==> src/hdl/alp_pkg.sv <==
`timescale 1ns / 1ps
`default_nettype none
// ----------------------------------------------------------------------------
// alp_pkg
// types, constants and helpers shared by the linked list pool unit
// ----------------------------------------------------------------------------
package alp_pkg;

    localparam int POOL_NODES = 16;
    localparam int IDX_W      = $clog2(POOL_NODES);
    localparam int NODE_W     = 5;
    localparam int WORD_W     = 32;
    localparam int S_TDATA_W  = 72;
    localparam int M_TDATA_W  = 88;

    localparam logic [NODE_W-1:0] NIL = '1;

    typedef logic [1:0] kind_t;
    localparam kind_t KIND_INSERT = 2'd0;
    localparam kind_t KIND_DELETE = 2'd1;
    localparam kind_t KIND_READ   = 2'd2;

    typedef enum logic [1:0] {
        ST_OK       = 2'd0,
        ST_FULL     = 2'd1,
        ST_EMPTY    = 2'd2,
        ST_BAD_PRED = 2'd3
    } status_t;

    typedef enum logic [2:0] {
        S_IDLE,
        S_RD2,
        S_WR1,
        S_WR2,
        S_OUT
    } seq_state_t;

    typedef struct packed {
        logic [WORD_W-1:0] id;
        logic [WORD_W-1:0] grade;
        logic [NODE_W-1:0] link;
    } node_t;

    typedef struct packed {
        logic             rd_en;
        logic [IDX_W-1:0] rd_addr;
        logic             wr_en;
        logic [IDX_W-1:0] wr_addr;
        node_t            wr_data;
    } ram_req_t;

    typedef struct packed {
        status_t           status;
        logic [NODE_W-1:0] slot;
        logic [NODE_W-1:0] head;
        logic [NODE_W-1:0] free_head;
        logic              list_empty;
        logic              pool_full;
        logic [WORD_W-1:0] read_id;
        logic [WORD_W-1:0] read_grade;
        logic [NODE_W-1:0] read_next;
    } result_t;

    // node contents right after reset: free chain in index order
    function automatic node_t init_node(input logic [IDX_W-1:0] addr);
        node_t n;
        n.id    = '1;
        n.grade = '1;
        if (addr == IDX_W'(POOL_NODES - 1)) begin
            n.link = NIL;
        end else begin
            n.link = NODE_W'(addr) + NODE_W'(1);
        end
        return n;
    endfunction

    function automatic logic in_pool(input logic [NODE_W-1:0] v);
        return !v[NODE_W-1] && ({1'b0, v} < (NODE_W + 1)'(POOL_NODES));
    endfunction

    function automatic logic pred_ok(input logic [NODE_W-1:0] v);
        return (v == NIL) || in_pool(v);
    endfunction

endpackage
`default_nettype wire

==> src/hdl/alp_node_ram.sv <==
`timescale 1ns / 1ps
`default_nettype none
// ----------------------------------------------------------------------------
// alp_node_ram
// node store, one write and one read port, registered read data
// ----------------------------------------------------------------------------
module alp_node_ram
    import alp_pkg::*;
(
    input  wire logic     aclk,
    input  wire logic     aresetn,
    input  wire ram_req_t req,
    output node_t         rd_node
);

    node_t              node_mem [POOL_NODES];
    logic [POOL_NODES-1:0] valid_reg;
    node_t              rd_data_reg;
    logic [IDX_W-1:0]   rd_addr_reg;
    logic               rd_valid_reg;

    always_ff @(posedge aclk) begin
        if (req.wr_en) begin
            node_mem[req.wr_addr] <= req.wr_data;
        end
        if (req.rd_en) begin
            rd_data_reg <= node_mem[req.rd_addr];
            rd_addr_reg <= req.rd_addr;
        end
    end

    // entries never written read back as their reset contents
    always_ff @(posedge aclk) begin
        if (!aresetn) begin
            valid_reg    <= '0;
            rd_valid_reg <= 1'b0;
        end else begin
            if (req.wr_en) begin
                valid_reg[req.wr_addr] <= 1'b1;
            end
            if (req.rd_en) begin
                rd_valid_reg <= valid_reg[req.rd_addr];
            end
        end
    end

    assign rd_node = rd_valid_reg ? rd_data_reg : init_node(rd_addr_reg);

endmodule
`default_nettype wire

==> src/hdl/alp_seq.sv <==
`timescale 1ns / 1ps
`default_nettype none
// ----------------------------------------------------------------------------
// alp_seq
// operation sequencer: list and free heads, node reads and write-backs
// ----------------------------------------------------------------------------
module alp_seq
    import alp_pkg::*;
(
    input  wire logic              aclk,
    input  wire logic              aresetn,
    input  wire logic              start,
    input  wire kind_t             in_kind,
    input  wire logic [NODE_W-1:0] in_pred,
    input  wire logic [WORD_W-1:0] in_id,
    input  wire logic [WORD_W-1:0] in_grade,
    input  wire node_t             rd_node,
    input  wire logic              out_take,
    output logic                   ready,
    output logic                   res_valid,
    output result_t                res,
    output ram_req_t               ram_req
);

    seq_state_t        state_reg, state_next;
    kind_t             kind_reg, kind_next;
    logic [NODE_W-1:0] pred_reg, pred_next;
    logic [WORD_W-1:0] eid_reg, eid_next;
    logic [WORD_W-1:0] egr_reg, egr_next;
    logic [NODE_W-1:0] head_reg, head_next;
    logic [NODE_W-1:0] free_reg, free_next;
    logic [NODE_W-1:0] slot_reg, slot_next;
    status_t           status_reg, status_next;
    node_t             w1_reg, w1_next;

    always_ff @(posedge aclk) begin
        if (!aresetn) begin
            state_reg <= S_IDLE;
            head_reg  <= NIL;
            free_reg  <= '0;
        end else begin
            state_reg <= state_next;
            head_reg  <= head_next;
            free_reg  <= free_next;
        end
    end

    always_ff @(posedge aclk) begin
        kind_reg   <= kind_next;
        pred_reg   <= pred_next;
        eid_reg    <= eid_next;
        egr_reg    <= egr_next;
        slot_reg   <= slot_next;
        status_reg <= status_next;
        w1_reg     <= w1_next;
    end

    always_comb begin
        state_next  = state_reg;
        kind_next   = kind_reg;
        pred_next   = pred_reg;
        eid_next    = eid_reg;
        egr_next    = egr_reg;
        head_next   = head_reg;
        free_next   = free_reg;
        slot_next   = slot_reg;
        status_next = status_reg;
        w1_next     = w1_reg;
        ram_req     = '0;
        ready       = 1'b0;
        res_valid   = 1'b0;

        case (state_reg)
            S_IDLE: begin
                ready = 1'b1;
                if (start) begin
                    kind_next   = in_kind;
                    pred_next   = in_pred;
                    eid_next    = in_id;
                    egr_next    = in_grade;
                    slot_next   = NIL;
                    status_next = ST_OK;
                    state_next  = S_OUT;
                    case (in_kind)
                        KIND_INSERT: begin
                            if (!in_pool(free_reg)) begin
                                status_next = ST_FULL;
                            end else if (!pred_ok(in_pred)) begin
                                status_next = ST_BAD_PRED;
                            end else begin
                                ram_req.rd_en   = 1'b1;
                                ram_req.rd_addr = free_reg[IDX_W-1:0];
                                state_next      = S_RD2;
                            end
                        end
                        KIND_DELETE: begin
                            if (!in_pool(head_reg)) begin
                                status_next = ST_EMPTY;
                            end else if (!pred_ok(in_pred)) begin
                                status_next = ST_BAD_PRED;
                            end else begin
                                ram_req.rd_en   = 1'b1;
                                ram_req.rd_addr = (in_pred == NIL) ? head_reg[IDX_W-1:0]
                                                                   : in_pred[IDX_W-1:0];
                                state_next      = S_RD2;
                            end
                        end
                        KIND_READ: begin
                            if (!in_pool(in_pred)) begin
                                status_next = ST_BAD_PRED;
                            end else begin
                                ram_req.rd_en   = 1'b1;
                                ram_req.rd_addr = in_pred[IDX_W-1:0];
                                state_next      = S_RD2;
                            end
                        end
                        default: begin
                            status_next = ST_OK;
                        end
                    endcase
                end
            end

            S_RD2: begin
                w1_next    = rd_node;
                state_next = S_OUT;
                case (kind_reg)
                    KIND_INSERT: begin
                        if (pred_reg == NIL) begin
                            ram_req.wr_en         = 1'b1;
                            ram_req.wr_addr       = free_reg[IDX_W-1:0];
                            ram_req.wr_data.id    = eid_reg;
                            ram_req.wr_data.grade = egr_reg;
                            ram_req.wr_data.link  = head_reg;
                            head_next             = free_reg;
                            free_next             = rd_node.link;
                            slot_next             = free_reg;
                        end else begin
                            ram_req.rd_en   = 1'b1;
                            ram_req.rd_addr = pred_reg[IDX_W-1:0];
                            state_next      = S_WR1;
                        end
                    end
                    KIND_DELETE: begin
                        if (pred_reg == NIL) begin
                            ram_req.wr_en         = 1'b1;
                            ram_req.wr_addr       = head_reg[IDX_W-1:0];
                            ram_req.wr_data.id    = '1;
                            ram_req.wr_data.grade = '1;
                            ram_req.wr_data.link  = free_reg;
                            head_next             = rd_node.link;
                            free_next             = head_reg;
                            slot_next             = head_reg;
                        end else if (!in_pool(rd_node.link)) begin
                            status_next = ST_BAD_PRED;
                        end else begin
                            slot_next       = rd_node.link;
                            ram_req.rd_en   = 1'b1;
                            ram_req.rd_addr = rd_node.link[IDX_W-1:0];
                            state_next      = S_WR1;
                        end
                    end
                    default: begin
                        state_next = S_OUT;
                    end
                endcase
            end

            S_WR1: begin
                ram_req.wr_en = 1'b1;
                state_next    = S_WR2;
                if (kind_reg == KIND_INSERT) begin
                    // new node takes over the predecessor's link
                    ram_req.wr_addr       = free_reg[IDX_W-1:0];
                    ram_req.wr_data.id    = eid_reg;
                    ram_req.wr_data.grade = egr_reg;
                    ram_req.wr_data.link  = rd_node.link;
                end else begin
                    // predecessor skips the removed node
                    ram_req.wr_addr       = pred_reg[IDX_W-1:0];
                    ram_req.wr_data.id    = w1_reg.id;
                    ram_req.wr_data.grade = w1_reg.grade;
                    ram_req.wr_data.link  = rd_node.link;
                end
            end

            S_WR2: begin
                ram_req.wr_en = 1'b1;
                state_next    = S_OUT;
                if (kind_reg == KIND_INSERT) begin
                    ram_req.wr_addr = pred_reg[IDX_W-1:0];
                    if (pred_reg == free_reg) begin
                        // predecessor is the node just filled
                        ram_req.wr_data.id    = eid_reg;
                        ram_req.wr_data.grade = egr_reg;
                    end else begin
                        ram_req.wr_data.id    = rd_node.id;
                        ram_req.wr_data.grade = rd_node.grade;
                    end
                    ram_req.wr_data.link = free_reg;
                    free_next            = w1_reg.link;
                    slot_next            = free_reg;
                end else begin
                    ram_req.wr_addr       = slot_reg[IDX_W-1:0];
                    ram_req.wr_data.id    = '1;
                    ram_req.wr_data.grade = '1;
                    ram_req.wr_data.link  = free_reg;
                    free_next             = slot_reg;
                end
            end

            S_OUT: begin
                res_valid = 1'b1;
                if (out_take) begin
                    state_next = S_IDLE;
                end
            end

            default: begin
                state_next = S_IDLE;
            end
        endcase
    end

    always_comb begin
        res.status     = status_reg;
        res.slot       = slot_reg;
        res.head       = head_reg;
        res.free_head  = free_reg;
        res.list_empty = (head_reg == NIL);
        res.pool_full  = (free_reg == NIL);
        if ((kind_reg == KIND_READ) && (status_reg == ST_OK)) begin
            res.read_id    = w1_reg.id;
            res.read_grade = w1_reg.grade;
            res.read_next  = w1_reg.link;
        end else begin
            res.read_id    = '0;
            res.read_grade = '0;
            res.read_next  = NIL;
        end
    end

    // reads and write-backs are serialized, never in the same cycle
    a_no_rw_overlap: assert property (@(posedge aclk) disable iff (!aresetn)
        !(ram_req.rd_en && ram_req.wr_en))
        else $error("node ram read and write in one cycle");

    a_heads_valid: assert property (@(posedge aclk) disable iff (!aresetn)
        pred_ok(head_reg) && pred_ok(free_reg))
        else $error("list or free head outside the pool");

    a_err_no_slot: assert property (@(posedge aclk) disable iff (!aresetn)
        (state_reg == S_OUT) && (status_reg != ST_OK) |-> (slot_reg == NIL))
        else $error("failed operation reports a slot");

    a_write_only_after_read: assert property (@(posedge aclk) disable iff (!aresetn)
        ram_req.wr_en |-> $past(ram_req.rd_en) || $past(state_reg == S_WR1))
        else $error("write-back without a preceding read");

endmodule
`default_nettype wire

==> src/hdl/array_linked_list_pool_unit.sv <==
`timescale 1ns / 1ps
`default_nettype none
// from accept to m_tvalid: beats rejected on entry and unused kinds skip the node ram,
// reads and a delete whose predecessor has no successor make one node read, head
// insert/delete one read and one write-back, insert or delete after a predecessor two
// reads and two write-backs, in turn, as the node ram has one read and one write port
// a new beat is taken only once the result has moved to the output register, where it waits
// reset: list empty, all nodes free in index order, no clearing pass needed
// ----------------------------------------------------------------------------
// array_linked_list_pool_unit
// singly linked list over a fixed node pool with a free chain
// ----------------------------------------------------------------------------
module array_linked_list_pool_unit
    import alp_pkg::*;
(
    input  wire logic                 aclk,
    input  wire logic                 aresetn,
    // input beat
    input  wire logic                 s_tvalid,
    output logic                      s_tready,
    // pred_index[4:0], entry_id[36:5], entry_grade[68:37], zero pad [71:69]
    input  wire logic [S_TDATA_W-1:0] s_tdata,
    // kind[1:0]
    input  wire logic [1:0]           s_tuser,
    // result beat
    output logic                      m_tvalid,
    input  wire logic                 m_tready,
    // status[1:0], slot[6:2], head[11:7], free_head[16:12], list_empty[17],
    // pool_full[18], read_id[50:19], read_grade[82:51], read_next[87:83]
    output logic [M_TDATA_W-1:0]      m_tdata
);

    ram_req_t ram_req;
    node_t    rd_node;
    result_t  res;
    logic     res_valid;
    logic     seq_ready;
    logic     out_take;
    logic     start;

    logic                 m_tvalid_reg;
    logic [M_TDATA_W-1:0] m_tdata_reg;

    // sequencer takes a beat only when idle
    assign s_tready = seq_ready;
    assign start    = s_tvalid && seq_ready;

    // output register loads when empty or being drained this cycle
    assign out_take = res_valid && (!m_tvalid_reg || m_tready);

    alp_node_ram u_ram (
        .aclk    (aclk),
        .aresetn (aresetn),
        .req     (ram_req),
        .rd_node (rd_node)
    );

    alp_seq u_seq (
        .aclk      (aclk),
        .aresetn   (aresetn),
        .start     (start),
        .in_kind   (s_tuser),
        .in_pred   (s_tdata[4:0]),
        .in_id     (s_tdata[36:5]),
        .in_grade  (s_tdata[68:37]),
        .rd_node   (rd_node),
        .out_take  (out_take),
        .ready     (seq_ready),
        .res_valid (res_valid),
        .res       (res),
        .ram_req   (ram_req)
    );

    always_ff @(posedge aclk) begin
        if (!aresetn) begin
            m_tvalid_reg <= 1'b0;
        end else if (out_take) begin
            m_tvalid_reg <= 1'b1;
        end else if (m_tready) begin
            m_tvalid_reg <= 1'b0;
        end
    end

    // pack result fields, lowest field first
    always_ff @(posedge aclk) begin
        if (out_take) begin
            m_tdata_reg <= {res.read_next, res.read_grade, res.read_id,
                            res.pool_full, res.list_empty, res.free_head,
                            res.head, res.slot, res.status};
        end
    end

    assign m_tvalid = m_tvalid_reg;
    assign m_tdata  = m_tdata_reg;

    // a result is never dropped: the sequencer holds it until the register frees up
    a_no_overwrite: assert property (@(posedge aclk) disable iff (!aresetn)
        out_take |-> !m_tvalid_reg || m_tready)
        else $error("result register overwritten while held");

    a_accept_idle: assert property (@(posedge aclk) disable iff (!aresetn)
        start |-> !res_valid)
        else $error("beat taken while a result is pending in the sequencer");

    a_result_follows: assert property (@(posedge aclk) disable iff (!aresetn)
        out_take |=> m_tvalid)
        else $error("loaded result not shown");

endmodule
`default_nettype wire

==> config.mk <==
export PLATFORM = sky130hd
export DESIGN_NAME = array_linked_list_pool_unit
export DESIGN_NICKNAME = d
export VERILOG_FILES = /design/src/hdl/alp_pkg.sv /design/src/hdl/alp_node_ram.sv /design/src/hdl/alp_seq.sv /design/src/hdl/array_linked_list_pool_unit.sv
export SDC_FILE = /design/constraint.sdc
export NUM_CORES = 2
export LEC_CHECK = 0
export ABC_AREA = 0
export BUFFER_PORTS_ARGS = -buffer_cell sky130_fd_sc_hd__buf_2
export CAP_MARGIN = 0
export CORE_MARGIN = 2
export CORE_UTILIZATION = 50
export DETAILED_ROUTE_END_ITERATION = 8
export MAX_ROUTING_LAYER = met4
export PLACE_DENSITY = 0.66
export SLEW_MARGIN = 0
export SYNTH_ARGS = -nofsm -noshare
export SYNTH_HDL_FRONTEND = slang
export SYNTH_SLANG_ARGS = --single-unit
==> constraint.sdc <==
create_clock -name aclk -period 7.6 [get_ports aclk]
set_clock_uncertainty 0.15 [all_clocks]
set_input_delay 0.38 -clock aclk [delete_from_list [all_inputs] [get_ports aclk]]
set_output_delay 0.38 -clock aclk [all_outputs]
set_load 0.01 [all_outputs]
==> impl_metrics.csv <==
group,metric,value,unit
run_status,status,"finished, final reports clean",
final_layout,fillCellCount,8939,
yosys,synthTopCellsByArea,"edfxtp_1, nand2_1, and3_1",
clock_network,cts_buffer_depth,3,
floorplan,core,0.116,mm^2
setup_path,start_kind,"flop",
clock_network,clk_latency,0.78,ns
routing,drc,0,
timing,fmax,198,MHz
setup_path,required,8.08,ns
yosys,synth_top_area_share,73.0,%
placement,portBuffers,164,
clock_network,h-tree-depth,4,
clock_network,postCtsSetupBuffers,0,
setup_path,ff2ff_path_depth,9,
yosys,synth_ff_type,"edfxtp_1",
power_and_ir_drop,power.leakage,22.9,nW
grt,gr-total-overflow,0,
final_layout,seq_area,0.0430,mm^2
setup_path,crit_type,"flop to flop",
placement,gp_congestion,0.843,
worst_hold_path,hp-class,"primary input to flop",
yosys,ys_async_sr_fraction,0,%
floorplan,rows,125,
setup_path,critPathArrivalTime,5.54,ns
setup_path,path_depth,9,
final_layout,fin_util,56.9,%
setup_path,crit_path_start,"u_seq.kind_reg[0]",
clock_network,cts_root_buffer,"clkbuf_16",
yosys,synth_edf_count,1412,
final_layout,drive_above_1_share,12.4,%
yosys,ys_ff_latch,1443,
yosys,synthDistinctLibCells,62,
setup_path,crit_fanout,172,
yosys,syn_avg_cell_area,14.2,um^2
placement,dp_hpwl,71.8,mm
grt,antenna_found_initial,2,
clock_network,postCtsResizedCells,0,
floorplan,io_pins,168,
floorplan,dieArea,0.119,mm^2
setup_path,cp_top_family,"buffers and inverters",
timing,min_period,5.06,ns
floorplan,start_util,50.2,%
timing,setup_viol,0,
power_and_ir_drop,ir_drop,0.000233,V
clock_network,clkTransAtPathRegs,0.06,ns
routing,ant_nets,0,
yosys,synth-seq-area-share,74.0,%
grt,grt_pass1_vias,34000,
clock_network,cts_tree,"yes",
routing,dr.pass1.iters,5,
placement,dp_cells,5572,
timing,maxSlewHeadroom,10.3,%
setup_path,cp_cell_sequence,"nor2_4, a32oi_1, o22a_4, clkinv_8, buf_4, nand2_1, and3_1, o32ai_1, a221o_1",
worst_hold_path,holdPathStages,2,
floorplan,die_h,345,um
routing,wl_per_cell,25.3,um
floorplan,chipWidth,345,um
setup_path,r2r-start,"u_seq.kind_reg[0]",
yosys,synth_area,0.0581,mm^2
timing,hold_viol,0,
timing,finalMaxSlewViolations,0,
flow_run,cap_viol_max_count,0,
timing,finalCritPeriodShare,66.5,%
final_layout,finalNonFillerCells,5914,
final_layout,largest_register_ffs,1104,
yosys,syn_inst,4099,
routing,drtIter0Drc,4340,
setup_path,cp_slowest_stage_delay,0.95,ns
yosys,post-synth-top-area-cell,"edfxtp_1",
yosys,syn_nets,4178,
grt,grt_max_degree,209,
timing,tightestPinTransition,1.35,ns
timing,fin_setup_tns,0,ns
routing,vias,35400,
final_layout,areaGrowthSynthToFinish,13.2,%
grt,grt_pass1_wl,219,mm
yosys,yosys_warnings,0,
final_layout,multi_input_area,0.0140,mm^2
clock_network,numCtsBuffers,149,
setup_path,crit_buf_inv,2,
grt,grt_usage,25.7,%
timing,timing.hold.ws,0.163,ns
final_layout,nNetsFinal,4352,
routing,avgViaCountPerCell,5.99,
timing,grt_setup_unrepaired,"no",
setup_path,worst_path_max_delay_cell,"nor2_4",
clock_network,cts.sinks,1443,
routing,wl,149,mm
worst_hold_path,min_from,"s_tdata[13]",
setup_path,end_kind,"flop",
power_and_ir_drop,power_density,248,mW/mm^2
[logic make-up after synthesis]
logic type | synth area share, %
flops | 74.0
mux | 3.93
fa+ha+maj | 0.0215
buf+inv | 2.33
simple gates | 12.0
xor+xnor | 0.0904
compound gates | 7.63
[synth_stat cells (all sizes together), types with 14 or more instances]
cell type  count
nand2        949
mux2          69
nand2b        73
nor2         131
o21ai         14
and2          70
dfxtp         31
o32ai         69
edfxtp      1412
o211ai        14
a31oi        148
and3         278
inv           15
buf          129
mux2i        146
clkbuf       153
o21a          81
a21oi         91
a221o        133
[through the flow]
stage	setup slack (ns)	instance area [um^2]	total power, W
2_1_floorplan	2.05	58100	0.00932
3_3_place_gp	2.70	60400	0.00951
3_5_place_dp	2.67	60400	0.00952
4_1_cts	2.64	65800	0.0164
5_1_grt	2.26	65800	0.0168
6_report	2.54	65800	0.0163
[final timing paths]
check,end,slack [ns]
setup / recovery,u_ram.rd_data_reg[63],2.54
hold / removal,u_seq.eid_reg[8],0.16
setup reg to reg,u_ram.rd_data_reg[63],2.54
hold reg to reg,m_tdata[4],0.31
[routing by layer]
layer | GRT usage, % | up-vias | share of wire (%)
li1 | - | 15700 | -
met1 | 35.0 | 17700 | 42
met2 | 40.3 | 1697 | 48
met3 | 3.81 | 249 | 8.5
met4 | 7.49 | 0 | 2.4
met5 | - | - | 0
[report_power, final]
| group | switching [W] | total (W) | leakage (nW) | internal (W) |
|---|---|---|---|---|
| Clock | 0.00306 | 0.00691 | 2.25 | 0.00385 |
| Combinational | 0.000366 | 0.000561 | 7.91 | 0.000195 |
| Sequential | 0.0000451 | 0.00883 | 12.8 | 0.00878 |
[layout make-up]
class,count,share of cell area (%)
Multi-Input combinational cell,2357,21.2
Inverter,17,0.135
Timing Repair Buffer,305,3.29
Tap cell,1524,2.90
Clock inverter,78,1.13
Clock buffer,189,5.92
Sequential cell,1443,65.4
Antenna cell,1,0.00380
[what timing repair did]
action / CTS / global route
hold buffers: 74 / 0
setup endpoints to repair: 0 / 0
hold endpoints to repair: 98 / 0
[cells in the final DEF (no fill, tap or decap), drive strengths merged, types with 3 or more instances in the layout]
cell,instances
edfxtp,1412
nand2,949
and3,278
buf,231
clkbuf,189
a31oi,148
mux2i,146
a221o,133
nor2,131
a21oi,91
o21a,81
dlygate4sd3,74
nand2b,73
and2,70
o32ai,69
mux2,69
clkinv,68
dfxtp,31
inv,20
o211ai,14
o21ai,14
nor3,12
nand3,10
a211oi,8
nand4,7
a21o,5
bufinv,5
nor2b,4
xnor2,4
o311ai,4
a311oi,4
a32oi,3
(Power assumes the default switching activity.)
